### src/design/sdcc_pkg.sv
// ----------------------------------------------------------------------------
// sdcc_pkg
// Shared widths, register indexes, reset values and types for the bottom
// space point duplet compatibility check.
// ----------------------------------------------------------------------------
`default_nettype none

package sdcc_pkg;

    localparam int RADIUS_W   = 15;
    localparam int Z_W        = 17;
    localparam int GAP_W      = 15;
    localparam int SLOPE_W    = 16;
    localparam int ADZ_W      = 17;
    localparam int PROD_W     = RADIUS_W + SLOPE_W;
    localparam int CFG_IDX_W  = 3;
    localparam int CFG_DATA_W = 17;

    localparam int SLOPE_FRAC_BITS_DEF = 12;

    typedef enum logic [CFG_IDX_W-1:0] {
        CFG_MIDDLE_RADIUS = 3'd0,
        CFG_MIDDLE_Z      = 3'd1,
        CFG_GAP_MIN       = 3'd2,
        CFG_GAP_MAX       = 3'd3,
        CFG_SLOPE_MAX     = 3'd4,
        CFG_REGION_MIN    = 3'd5,
        CFG_REGION_MAX    = 3'd6
    } t_cfg_idx;

    localparam logic        [RADIUS_W-1:0] MIDDLE_RADIUS_RST = 15'd0;
    localparam logic signed [Z_W-1:0]      MIDDLE_Z_RST      = 17'sd0;
    localparam logic        [GAP_W-1:0]    GAP_MIN_RST       = 15'd80;
    localparam logic        [GAP_W-1:0]    GAP_MAX_RST       = 15'd960;
    localparam logic        [SLOPE_W-1:0]  SLOPE_MAX_RST     = 16'd30310;
    localparam logic signed [Z_W-1:0]      REGION_MIN_RST    = -17'sd2400;
    localparam logic signed [Z_W-1:0]      REGION_MAX_RST    = 17'sd2400;

    typedef struct packed {
        logic        [RADIUS_W-1:0] middle_radius;
        logic signed [Z_W-1:0]      middle_z;
        logic        [GAP_W-1:0]    gap_min;
        logic        [GAP_W-1:0]    gap_max;
        logic        [SLOPE_W-1:0]  slope_max;
        logic signed [Z_W-1:0]      region_min;
        logic signed [Z_W-1:0]      region_max;
    } t_cfg;

    typedef struct packed {
        logic valid;
        logic ok;
        logic neg;
    } t_tag;

endpackage

`default_nettype wire

### src/design/sdcc_front.sv
// ----------------------------------------------------------------------------
// sdcc_front
// Entry stage: radial gap, gap window check, absolute z gap and the
// dividend for the slope division.
// ----------------------------------------------------------------------------
`default_nettype none

module sdcc_front #(
    parameter int SLOPE_FRAC_BITS = sdcc_pkg::SLOPE_FRAC_BITS_DEF,
    parameter int NUM_W           = sdcc_pkg::ADZ_W + SLOPE_FRAC_BITS
) (
    input  wire                                     i_clk,
    input  wire                                     i_rst_n,
    input  wire                                     i_en,
    input  wire                                     i_valid,
    input  wire        [sdcc_pkg::RADIUS_W-1:0]     i_bottom_radius,
    input  wire signed [sdcc_pkg::Z_W-1:0]          i_bottom_z,
    input  sdcc_pkg::t_cfg                          i_cfg,
    output sdcc_pkg::t_tag                          o_tag,
    output logic       [sdcc_pkg::GAP_W-1:0]        o_div,
    output logic       [NUM_W-1:0]                  o_num
);
    import sdcc_pkg::*;

    logic                  gap_pos;
    logic [GAP_W:0]        gap;
    logic signed [Z_W:0]   dz;
    logic [ADZ_W-1:0]      adz;
    t_tag                  n_tag;
    t_tag                  r_tag;
    logic [GAP_W-1:0]      r_div;
    logic [NUM_W-1:0]      r_num;

    assign gap     = {1'b0, i_cfg.middle_radius} - {1'b0, i_bottom_radius};
    assign gap_pos = i_cfg.middle_radius > i_bottom_radius;
    assign dz      = {i_cfg.middle_z[Z_W-1], i_cfg.middle_z} - {i_bottom_z[Z_W-1], i_bottom_z};
    assign adz     = dz[Z_W] ? ADZ_W'(-dz) : ADZ_W'(dz);

    always_comb begin
        n_tag.valid = i_valid;
        n_tag.neg   = dz[Z_W];
        n_tag.ok    = gap_pos && (gap[GAP_W-1:0] >= i_cfg.gap_min)
                              && (gap[GAP_W-1:0] <= i_cfg.gap_max);
    end

    always_ff @(posedge i_clk) begin
        if (!i_rst_n) begin
            r_tag <= '0;
        end else if (i_en) begin
            r_tag <= n_tag;
        end
    end

    always_ff @(posedge i_clk) begin
        if (i_en) begin
            r_div <= gap[GAP_W-1:0];
            r_num <= {adz, {SLOPE_FRAC_BITS{1'b0}}};
        end
    end

    assign o_tag = r_tag;
    assign o_div = r_div;
    assign o_num = r_num;

endmodule

`default_nettype wire

### src/design/sdcc_div.sv
// ----------------------------------------------------------------------------
// sdcc_div
// Pipelined restoring divider: one quotient bit per stage, giving the
// absolute slope truncated toward zero.
// ----------------------------------------------------------------------------
`default_nettype none

module sdcc_div #(
    parameter int SLOPE_FRAC_BITS = sdcc_pkg::SLOPE_FRAC_BITS_DEF,
    parameter int NUM_W           = sdcc_pkg::ADZ_W + SLOPE_FRAC_BITS
) (
    input  wire                              i_clk,
    input  wire                              i_rst_n,
    input  wire                              i_en,
    input  sdcc_pkg::t_tag                   i_tag,
    input  wire  [sdcc_pkg::GAP_W-1:0]       i_div,
    input  wire  [NUM_W-1:0]                 i_num,
    output sdcc_pkg::t_tag                   o_tag,
    output logic [NUM_W-1:0]                 o_quot
);
    import sdcc_pkg::*;

    t_tag             r_tag [NUM_W];
    logic [GAP_W-1:0] r_rem [NUM_W];
    logic [GAP_W-1:0] r_div [NUM_W];
    logic [NUM_W-1:0] r_num [NUM_W];

    for (genvar k = 0; k < NUM_W; k++) begin : g_stage
        t_tag             tag_in;
        logic [GAP_W-1:0] rem_in;
        logic [GAP_W-1:0] div_in;
        logic [NUM_W-1:0] num_in;
        logic [GAP_W:0]   rem_sh;
        logic [GAP_W:0]   rem_sub;
        logic             take;

        if (k == 0) begin : g_first
            assign tag_in = i_tag;
            assign rem_in = '0;
            assign div_in = i_div;
            assign num_in = i_num;
        end else begin : g_next
            assign tag_in = r_tag[k-1];
            assign rem_in = r_rem[k-1];
            assign div_in = r_div[k-1];
            assign num_in = r_num[k-1];
        end

        assign rem_sh  = {rem_in, num_in[NUM_W-1]};
        assign take    = rem_sh >= {1'b0, div_in};
        assign rem_sub = rem_sh - {1'b0, div_in};

        always_ff @(posedge i_clk) begin
            if (!i_rst_n) begin
                r_tag[k] <= '0;
            end else if (i_en) begin
                r_tag[k] <= tag_in;
            end
        end

        always_ff @(posedge i_clk) begin
            if (i_en) begin
                r_rem[k] <= take ? rem_sub[GAP_W-1:0] : rem_sh[GAP_W-1:0];
                r_div[k] <= div_in;
                r_num[k] <= {num_in[NUM_W-2:0], take};
            end
        end
    end

    assign o_tag  = r_tag[NUM_W-1];
    assign o_quot = r_num[NUM_W-1];

endmodule

`default_nettype wire

### src/design/sdcc_back.sv
// ----------------------------------------------------------------------------
// sdcc_back
// Slope limit, beam-line z shift, intercept and collision region check.
// Three register stages.
// ----------------------------------------------------------------------------
`default_nettype none

module sdcc_back #(
    parameter int SLOPE_FRAC_BITS = sdcc_pkg::SLOPE_FRAC_BITS_DEF,
    parameter int NUM_W           = sdcc_pkg::ADZ_W + SLOPE_FRAC_BITS
) (
    input  wire                          i_clk,
    input  wire                          i_rst_n,
    input  wire                          i_en,
    input  sdcc_pkg::t_tag               i_tag,
    input  wire  [NUM_W-1:0]             i_quot,
    input  sdcc_pkg::t_cfg               i_cfg,
    output sdcc_pkg::t_tag               o_tag
);
    import sdcc_pkg::*;

    localparam int SH_W  = PROD_W - SLOPE_FRAC_BITS;
    localparam int SUM_W = (SH_W + 1 > Z_W) ? SH_W + 1 : Z_W;
    localparam int IC_W  = SUM_W + 1;

    logic                   over;
    logic [SLOPE_W-1:0]     acot;
    t_tag                   n_tag_m;
    logic [PROD_W-1:0]      n_prod;
    t_tag                   r_tag_m;
    logic [PROD_W-1:0]      r_prod;

    logic [SH_W-1:0]        ashift;
    logic signed [IC_W-1:0] zm_x;
    logic signed [IC_W-1:0] sh_x;
    logic signed [IC_W-1:0] n_icpt;
    t_tag                   r_tag_i;
    logic signed [IC_W-1:0] r_icpt;

    logic signed [IC_W-1:0] rmin_x;
    logic signed [IC_W-1:0] rmax_x;
    t_tag                   n_tag_c;
    t_tag                   r_tag_c;

    // slope stage
    assign over = |i_quot[NUM_W-1:SLOPE_W];
    assign acot = i_quot[SLOPE_W-1:0];

    always_comb begin
        n_tag_m     = i_tag;
        n_tag_m.ok  = i_tag.ok && !over && (acot <= i_cfg.slope_max);
    end

    assign n_prod = PROD_W'(i_cfg.middle_radius) * PROD_W'(acot);

    // intercept stage
    assign ashift = r_prod[PROD_W-1:SLOPE_FRAC_BITS];
    assign zm_x   = IC_W'($signed(i_cfg.middle_z));
    assign sh_x   = IC_W'(ashift);
    assign n_icpt = r_tag_m.neg ? zm_x + sh_x : zm_x - sh_x;

    // region stage
    assign rmin_x = IC_W'($signed(i_cfg.region_min));
    assign rmax_x = IC_W'($signed(i_cfg.region_max));

    always_comb begin
        n_tag_c    = r_tag_i;
        n_tag_c.ok = r_tag_i.ok && (r_icpt >= rmin_x) && (r_icpt <= rmax_x);
    end

    always_ff @(posedge i_clk) begin
        if (!i_rst_n) begin
            r_tag_m <= '0;
            r_tag_i <= '0;
            r_tag_c <= '0;
        end else if (i_en) begin
            r_tag_m <= n_tag_m;
            r_tag_i <= r_tag_m;
            r_tag_c <= n_tag_c;
        end
    end

    always_ff @(posedge i_clk) begin
        if (i_en) begin
            r_prod <= n_prod;
            r_icpt <= n_icpt;
        end
    end

    assign o_tag = r_tag_c;

endmodule

`default_nettype wire

### src/design/seed_duplet_compat_check_top.sv
// Throughput: one request per cycle while the output buffer is not full; the
// slope divider resolves one quotient bit per pipeline stage, so its depth sets the latency.
// A two-entry output buffer keeps o_ready high while one result waits.
// Reset (synchronous, active low) empties the pipeline and loads the
// register defaults; no clearing pass is needed.
// ----------------------------------------------------------------------------
// seed_duplet_compat_check_top
// Bottom space point duplet compatibility check: configuration registers,
// pipeline and output buffer.
// ----------------------------------------------------------------------------
`default_nettype none

module seed_duplet_compat_check_top #(
    parameter int SLOPE_FRAC_BITS = sdcc_pkg::SLOPE_FRAC_BITS_DEF
) (
    input  wire                                   i_clk,
    input  wire                                   i_rst_n,
    input  wire                                   i_valid,
    output logic                                  o_ready,
    input  wire        [sdcc_pkg::RADIUS_W-1:0]   i_bottom_radius,
    input  wire signed [sdcc_pkg::Z_W-1:0]        i_bottom_z,
    output logic                                  o_valid,
    input  wire                                   i_ready,
    output logic                                  o_compatible,
    input  wire                                   i_cfg_valid,
    output logic                                  o_cfg_ready,
    input  wire        [sdcc_pkg::CFG_IDX_W-1:0]  i_cfg_index,
    input  wire        [sdcc_pkg::CFG_DATA_W-1:0] i_cfg_data
);
    import sdcc_pkg::*;

    localparam int NUM_W = ADZ_W + SLOPE_FRAC_BITS;

    t_cfg             r_cfg;
    logic             en;
    t_tag             front_tag;
    logic [GAP_W-1:0] front_div;
    logic [NUM_W-1:0] front_num;
    t_tag             div_tag;
    logic [NUM_W-1:0] div_quot;
    t_tag             tail_tag;
    logic             push;
    logic             pop;
    logic             r_out_v;
    logic             r_out;
    logic             r_sk_v;
    logic             r_sk;

    // configuration registers
    assign o_cfg_ready = 1'b1;

    always_ff @(posedge i_clk) begin
        if (!i_rst_n) begin
            r_cfg.middle_radius <= MIDDLE_RADIUS_RST;
            r_cfg.middle_z      <= MIDDLE_Z_RST;
            r_cfg.gap_min       <= GAP_MIN_RST;
            r_cfg.gap_max       <= GAP_MAX_RST;
            r_cfg.slope_max     <= SLOPE_MAX_RST;
            r_cfg.region_min    <= REGION_MIN_RST;
            r_cfg.region_max    <= REGION_MAX_RST;
        end else if (i_cfg_valid) begin
            case (t_cfg_idx'(i_cfg_index))
                CFG_MIDDLE_RADIUS: r_cfg.middle_radius <= i_cfg_data[RADIUS_W-1:0];
                CFG_MIDDLE_Z:      r_cfg.middle_z      <= $signed(i_cfg_data[Z_W-1:0]);
                CFG_GAP_MIN:       r_cfg.gap_min       <= i_cfg_data[GAP_W-1:0];
                CFG_GAP_MAX:       r_cfg.gap_max       <= i_cfg_data[GAP_W-1:0];
                CFG_SLOPE_MAX:     r_cfg.slope_max     <= i_cfg_data[SLOPE_W-1:0];
                CFG_REGION_MIN:    r_cfg.region_min    <= $signed(i_cfg_data[Z_W-1:0]);
                CFG_REGION_MAX:    r_cfg.region_max    <= $signed(i_cfg_data[Z_W-1:0]);
                default: begin
                end
            endcase
        end
    end

    // hold the whole pipeline while the buffer is full
    assign en      = !r_sk_v;
    assign o_ready = en;

    sdcc_front #(
        .SLOPE_FRAC_BITS (SLOPE_FRAC_BITS),
        .NUM_W           (NUM_W)
    ) u_front (
        .i_clk           (i_clk),
        .i_rst_n         (i_rst_n),
        .i_en            (en),
        .i_valid         (i_valid),
        .i_bottom_radius (i_bottom_radius),
        .i_bottom_z      (i_bottom_z),
        .i_cfg           (r_cfg),
        .o_tag           (front_tag),
        .o_div           (front_div),
        .o_num           (front_num)
    );

    sdcc_div #(
        .SLOPE_FRAC_BITS (SLOPE_FRAC_BITS),
        .NUM_W           (NUM_W)
    ) u_div (
        .i_clk   (i_clk),
        .i_rst_n (i_rst_n),
        .i_en    (en),
        .i_tag   (front_tag),
        .i_div   (front_div),
        .i_num   (front_num),
        .o_tag   (div_tag),
        .o_quot  (div_quot)
    );

    sdcc_back #(
        .SLOPE_FRAC_BITS (SLOPE_FRAC_BITS),
        .NUM_W           (NUM_W)
    ) u_back (
        .i_clk   (i_clk),
        .i_rst_n (i_rst_n),
        .i_en    (en),
        .i_tag   (div_tag),
        .i_quot  (div_quot),
        .i_cfg   (r_cfg),
        .o_tag   (tail_tag)
    );

    // output register with one skid entry
    assign push = en && tail_tag.valid;
    assign pop  = r_out_v && i_ready;

    always_ff @(posedge i_clk) begin
        if (!i_rst_n) begin
            r_out_v <= 1'b0;
            r_sk_v  <= 1'b0;
        end else if (!r_out_v || pop) begin
            if (r_sk_v) begin
                r_out_v <= 1'b1;
                r_sk_v  <= 1'b0;
            end else begin
                r_out_v <= push;
            end
        end else if (push) begin
            r_sk_v <= 1'b1;
        end
    end

    always_ff @(posedge i_clk) begin
        if (!r_out_v || pop) begin
            r_out <= r_sk_v ? r_sk : tail_tag.ok;
        end
        if (r_out_v && !pop && push) begin
            r_sk <= tail_tag.ok;
        end
    end

    assign o_valid      = r_out_v;
    assign o_compatible = r_out;

`ifndef ASSERT_OFF
    a_skid_needs_out: assert property (@(posedge i_clk) disable iff (!i_rst_n)
        r_sk_v |-> r_out_v)
        else $error("skid entry held with empty output register");

    a_skid_after_stall: assert property (@(posedge i_clk) disable iff (!i_rst_n)
        $rose(r_sk_v) |-> $past(r_out_v && !i_ready))
        else $error("skid entry filled without an output stall");

    a_tail_frozen: assert property (@(posedge i_clk) disable iff (!i_rst_n)
        r_sk_v |=> $stable(tail_tag))
        else $error("pipeline advanced while the buffer was full");

    a_skid_drain: assert property (@(posedge i_clk) disable iff (!i_rst_n)
        (r_sk_v && i_ready) |=> (r_out_v && !r_sk_v && o_compatible == $past(r_sk)))
        else $error("skid entry not moved to output register");
`endif

endmodule

`default_nettype wire

### config.mk
export PLATFORM = sky130hd
export DESIGN_NAME = seed_duplet_compat_check_top
export DESIGN_NICKNAME = d
export VERILOG_FILES = /design/src/design/sdcc_pkg.sv /design/src/design/sdcc_front.sv /design/src/design/sdcc_div.sv /design/src/design/sdcc_back.sv /design/src/design/seed_duplet_compat_check_top.sv
export SDC_FILE = /design/constraint.sdc
export NUM_CORES = 2
export LEC_CHECK = 0
export BUFFER_PORTS_ARGS = -buffer_cell sky130_fd_sc_hd__buf_2
export CAP_MARGIN = 20
export CORE_MARGIN = 3
export CORE_UTILIZATION = 40
export DETAILED_ROUTE_END_ITERATION = 8
export PLACE_DENSITY_LB_ADDON = 0.3
export SLEW_MARGIN = 20
export SYNTH_ARGS = -nofsm -noshare
export SYNTH_HDL_FRONTEND = slang
export SYNTH_SLANG_ARGS = --single-unit
### constraint.sdc
create_clock -name i_clk -period 60.5 [get_ports i_clk]
set_input_delay 6.05 -clock i_clk [delete_from_list [all_inputs] [get_ports i_clk]]
set_output_delay 6.05 -clock i_clk [all_outputs]
set_load 0.02 [all_outputs]
Word-level counts from Yosys, hierarchy flattened
Memory sizes are Yosys's and may differ from the RTL's.
Index checks and enable logic that the tools add are counted.
{ "word_totals": {"regBits": 210, "latchBits": 0, "in_bits": 57, "out_inout_bits": 4, "word_cells": 226, "romBits": 0, "memories": 4, "ram_bits": 1798} }
{ "memory_table": {"columns": ["name", "depth", "word_bits", "rd", "rd_clocked_by_memory_dff", "write_ports", "line", "text"], "rows": [
  ["u_div.r_num", 29, 29, 29, 0, 29, "sdcc_div.sv:26", "logic [NUM_W-1:0] r_num [NUM_W];"],
  ["u_div.r_div", 29, 15, 28, 0, 29, "sdcc_div.sv:25", "logic [GAP_W-1:0] r_div [NUM_W];"],
  ["u_div.r_rem", 29, 15, 28, 0, 29, "sdcc_div.sv:24", "logic [GAP_W-1:0] r_rem [NUM_W];"],
  ["u_div.r_tag", 29, 3, 29, 0, 29, "sdcc_div.sv:23", "t_tag r_tag [NUM_W];"]
]} }
{ "op_classes": {"reduce_logical": 25, "div_mod_pow": 0, "n_lt_le_gt_ge": 35, "shift": 0, "eq_ne": 6, "bitwise": 30, "addsub": 34, "muxes": 66, "n_mul": 1} }
{ "ops": {"columns": ["op", "count"], "rows": [
  ["greater-or-equal comparator 16 x 15 -> 1 bit", 28],
  ["2-to-1 mux 15 bit", 29],
  ["subtractor 15 bit", 29],
  ["2-to-1 mux 3 bit", 29],
  ["multiplier 15 x 16 -> 31 bit", 1],
  ["bitwise OR 1 bit", 29],
  ["adder 17 x 20 -> 21 bit", 1],
  ["greater-or-equal comparator 21 x 17 -> 1 bit", 1],
  ["less-or-equal comparator 21 x 17 -> 1 bit", 1],
  ["2-to-1 mux 21 bit", 1],
  ["subtractor 17 x 20 -> 21 bit", 1],
  ["subtractor 17 x 17 -> 18 bit", 1],
  ["2-to-1 mux 17 bit", 1],
  ["negation 17 bit", 1],
  ["less-or-equal comparator 16 bit", 1],
  ["greater-or-equal comparator 1 x 15 -> 1 bit", 1],
  ["greater-or-equal comparator 15 bit", 1],
  ["greater-than comparator 15 bit", 1],
  ["less-or-equal comparator 15 bit", 1],
  ["subtractor 1 x 15 -> 15 bit", 1],
  ["AND reduction 2 bit", 7],
  ["OR reduction 13 bit", 1],
  ["logical AND 1 bit", 10],
  ["equality test 3 bit, second input constant", 3],
  ["8 further kinds", 17]
]} }

Depth between registers and ports, before layout
An unclocked memory read counts as a cell.
{ "logic_depth": {"word_depth": 5, "depth_mapped": 24, "ltp_nobuf": 23} }

Modules after synthesis
A second synthesis with hierarchy kept.
{ "unflattened": {"hier_cells": 7924, "hier_area_um2": 100051.0} }
{ "modules_own_cells": {"columns": ["module", "area_each_um2", "n_inst", "seq_area_each_um2", "cells_each"], "rows": [
  ["sdcc_div", 79862.8, 1, 53090.9, 5757],
  ["sdcc_back", 11793.8, 1, 1381.3, 1284],
  ["seed_duplet_compat_check_top", 4448.0, 1, 2342.2, 424],
  ["sdcc_front", 3946.3, 1, 1021.0, 459]
]} }

Worst setup path before layout
OpenSTA, ideal clock, no wires.
{ "synth_timing": {"path_type": "reg2out", "from": "reg r_sk_v", "to": "out o_ready", "n_path_buf": 2, "required_time_ns": 54.450, "stages_incl_launch_ff": 4, "setup_slack_ns": 25.226, "arrival_time_ns": 29.224, "path_cell_list": "dfxtp_1 -> clkbuf_1 -> clkbuf_1 -> inv_1"} }
{ "synth_between": {"elab_chain_cells": 1} }
{ "synth_lines": {"columns": ["element", "line", "text"], "rows": [
  ["from (decl)", "seed_duplet_compat_check_top.sv:46", "logic r_sk_v;"],
  ["from (signal assigned)", "seed_duplet_compat_check_top.sv:130", "r_sk_v <= 1'b0;"],
  ["from (signal assigned)", "seed_duplet_compat_check_top.sv:134", "r_sk_v <= 1'b0;"],
  ["from (signal assigned)", "seed_duplet_compat_check_top.sv:139", "r_sk_v <= 1'b1;"],
  ["zero test 1 bit", "seed_duplet_compat_check_top.sv:77", "assign en = !r_sk_v;"],
  ["to (decl)", "seed_duplet_compat_check_top.sv:19", "output logic o_ready,"]
]} }
No other way between the ends.

Final worst setup path
{ "layout_timing": {"from": "in i_bottom_radius[0] (netlist bit)", "to": "reg u_front.r_tag (netlist bit u_front.o_tag[1])"} }
{ "layout_between": {"elab_chain_cells": 4, "word_cells_on_any_way": 6, "cone_classes": "add/sub: 1; order compare: 3; reduce/logical: 2"} }
{ "layout_lines": {"columns": ["element", "line", "text"], "rows": [
  ["from (decl)", "seed_duplet_compat_check_top.sv:20", "input wire [sdcc_pkg::RADIUS_W-1:0] i_bottom_radius,"],
  ["subtractor 15 bit (*)", "sdcc_front.sv:34", "assign gap = {1'b0, i_cfg.middle_radius} - {1'b0, i_bottom_radius};"],
  ["net u_front.gap[14]", "sdcc_front.sv:26", "logic [GAP_W:0] gap;"],
  ["greater-or-equal comparator 15 bit", "sdcc_front.sv:42", "n_tag.ok = gap_pos && (gap[GAP_W-1:0] >= i_cfg.gap_min)"],
  ["logical AND 1 bit", "sdcc_front.sv:42", null],
  ["logical AND 1 bit (*)", "sdcc_front.sv:43", "&& (gap[GAP_W-1:0] <= i_cfg.gap_max);"],
  ["to (signal assigned)", "sdcc_front.sv:50", "r_tag <= n_tag;"],
  ["to (decl)", "sdcc_front.sv:30", "t_tag r_tag;"]
]} }
The timed path passes the listed nets; every way through them passes the cells marked *.
A chain may end at the register's enable or synchronous reset.

==> out/metrics.yaml <==
clk_latency_ns: 0.82
coreArea_mm2: 0.221
internal_power_uw: 2940
critical_path.top_delay_family: "compound AO/OA/AOI/OAI gates"
cp.required_ns: 61.21
cp.arrival_ns: 10.09
cts_buffers: 181
whs_path_depth: 0
grt_remaining_overflow: 0
p_total_uw: 4290
wl_mm: 191
power_frac_comb: 0.323
grt_pass1_wl_mm: 300
critical_path_class: "in -> reg"
route.detailed.drc: 0
reg2regPathDepth: 23
port_buffers: 59
cellLeakagePower_uw: 0.0427
die_w_um: 479
yosys_warnings: 0
fin_crit_sh: 0.155
final_nets: 8299
num_rows: 172
yosysTopAreaCell: "edfxtp_1"
postRouteAntennaNets: 0
finalHoldViolCount: 0
synth-edff-count: 1572
switching_share: 0.314
clk_path_buf_depth: 3
finalSetupTns_ns: 0
worstSetupStartpointType: "input pin"
min_path_type: "reg -> reg"
vias: 53611
cpPeakStageDelay_ns: 0.41
outcome: "finished clean"
final_common_cell: "edfxtp_1"
dieArea_mm2: 0.229
slew_violations: 0
switchingPower_uw: 1350
setup-violations-final: 0
cts_num_sinks: 1696
dr.pass1.iters: 6
grt_max_degree: 173
finalWorstPathRequiredPeriod_ns: 9.38
io_pins: 61
syn_nets: 8102
slowest_stage: "fa_1"
worstMarginPinSlew_ns: 1.05
wl_per_cell_um: 18.2
syn_area_mm2: 0.0893
fin_skew_ns: 0.0572
ys_seq_area_frac: 0.556
crit_path_cell_trace: "buf_2 > ha_1 > inv_1 > fa_1 > a21o_1 > a21oi_1 > o21ai_0 > a21oi_1 > nor2b_1 > o21a_1 > o31a_1 > o41ai_1 > xnor2_1 > ha_1 > nand4_1 > or2_2 > o221ai_1 > o31ai_1 > a41o_1"
worst_slack_ns: 51.12
multiInputGateArea_mm2: 0.0357
pre_cts_slack_ns: 50.29
timing.fmax_mhz: 107
vdd_drop_max_v: 0.0000316
maxCapViolations: 0
ys_types: 76
p_per_area_mw_per_mm2: 43.1
netlist_instances: 7181
viasPerCell: 5.11
synth_top_area_share: 0.528
avgSynthCellArea_um2: 12.4
register_area_mm2: 0.0497
cts_resized: 0
grtUsageTotal: 0.165
end_kind: "register"
synthArstFlopShare: 0
cp_max_fo: 3
drtIter0Drc: 3458
grt_pass1_vias: 54702
cp.depth: 19
relSlewSlack: 0.299
reg2reg_from: "u_div.r_num[1][354]$_DFFE_PN_"
synth_seq_cells: 1696
critPathLaunch: "i_bottom_radius[0]"
min_from: "u_div.r_num[0][207]$_DFFE_PN_"
postCtsHoldBufs: 0
timing.critical_path.buf_inv: 2
drive_gt1_frac: 0.0994
h-tree-depth: 4
clk_pin_slew_ns: 0.06
synth-main-ff-cell: "edfxtp_1"
p_clk_frac: 0.261
synth_area_leaders: "edfxtp_1 (53%), ha_1 (9.2%), fa_1 (4.7%)"
final_cell_mix: "edfxtp_1 (1572), inv_1 (928), ha_1 (655), nand2_1 (463), nor2_1 (376)"
r2r_slack_ns: 52.93
seqPwrFrac: 0.416
nFillCells: 19915
tritoncts: "built"
rsz0062_at_grt: "no"
start_util: 0.405
cts_setup_buffers: 0
dpl.hpwl_mm: 139
die_y_um: 479
antenna_found_initial: 13
gp_congestion: 0.891
syn2layout_area_growth_pct: 11.4
clk_root_buffer_cell: "clkbuf_16"
## final cells by class
type                       instances  area share
multi-input combinational       4446       0.359
antenna                            6    0.000151
inverter                         929      0.0351
sequential                      1696       0.499
clock buffer                     220      0.0482
clock inverter                   119      0.0128
timing repair buffer             124     0.00815
tap                             2958      0.0372
## cells in the mapped netlist, types with 163 or more instances
master	n
o21ai_0	180
inv_1	929
ha_1	655
and2_1	235
a21o_1	163
nor2_1	378
xnor2_1	238
edfxtp_1	1572
fa_1	209
nand2_1	464
a21oi_1	287
mux2_2	316
## stage by stage
step,utilization,area (um2),std cells,hold slack (ns)
after global placement,0.423,93400,10153,0.400
final,0.451,99500,10498,0.394
after global routing,0.451,99500,10497,0.403
after detailed placement,0.423,93400,10153,0.405
after CTS,0.451,99500,10492,0.381
after floorplan,-,89300,7181,0.400
## final timing paths
| kind | endpoint |
|---|---|
| hold / removal | u_div.r_num[0][237]$_DFFE_PN_ |
| setup reg to reg | u_back.r_prod[29]$_DFFE_PN_ |
| hold reg to reg | u_div.r_num[0][237]$_DFFE_PN_ |
| setup / recovery | u_front.o_tag[1]$_SDFFE_PN0N_ |
## metal layers
layer | share of wire | global-route usage
met1 | 0.44 | 0.213
met4 | 0.032 | 0.0569
met3 | 0.039 | 0.0246
met2 | 0.49 | 0.283
met5 | 0.00014 | 0
## cells by family after synthesis
logic type | share of synthesized area
buffers and inverters | 0.0442
AOI/OAI and AO/OA | 0.0895
and+or+nand+nor | 0.0929
DFF | 0.556
xor gates and xnor gates | 0.0322
muxes | 0.0464
adders and majority gates | 0.139
other | 0.0000420
## sequential cells by signal (all words and copies together) (netlist names), 15 cells and up
name	flops
u_back.r_prod	19
u_front.o_num	17
u_front.o_div	15
u_div.r_rem	420
r_cfg	112
u_div.r_tag	87
u_div.r_num	571
u_back.r_icpt	21
u_div.r_div	420
## power by group through the flow
stage                     clock (uW)  sequential (uW)  combinational (uW)
final                           1120             1780                1390
after global routing            1200             1810                1560
after CTS                       1150             1790                1390
after detailed placement           0             1800                1380
after global placement             0             1800                1350
after floorplan                    0             1710                1100
(Power assumes the default switching activity.)
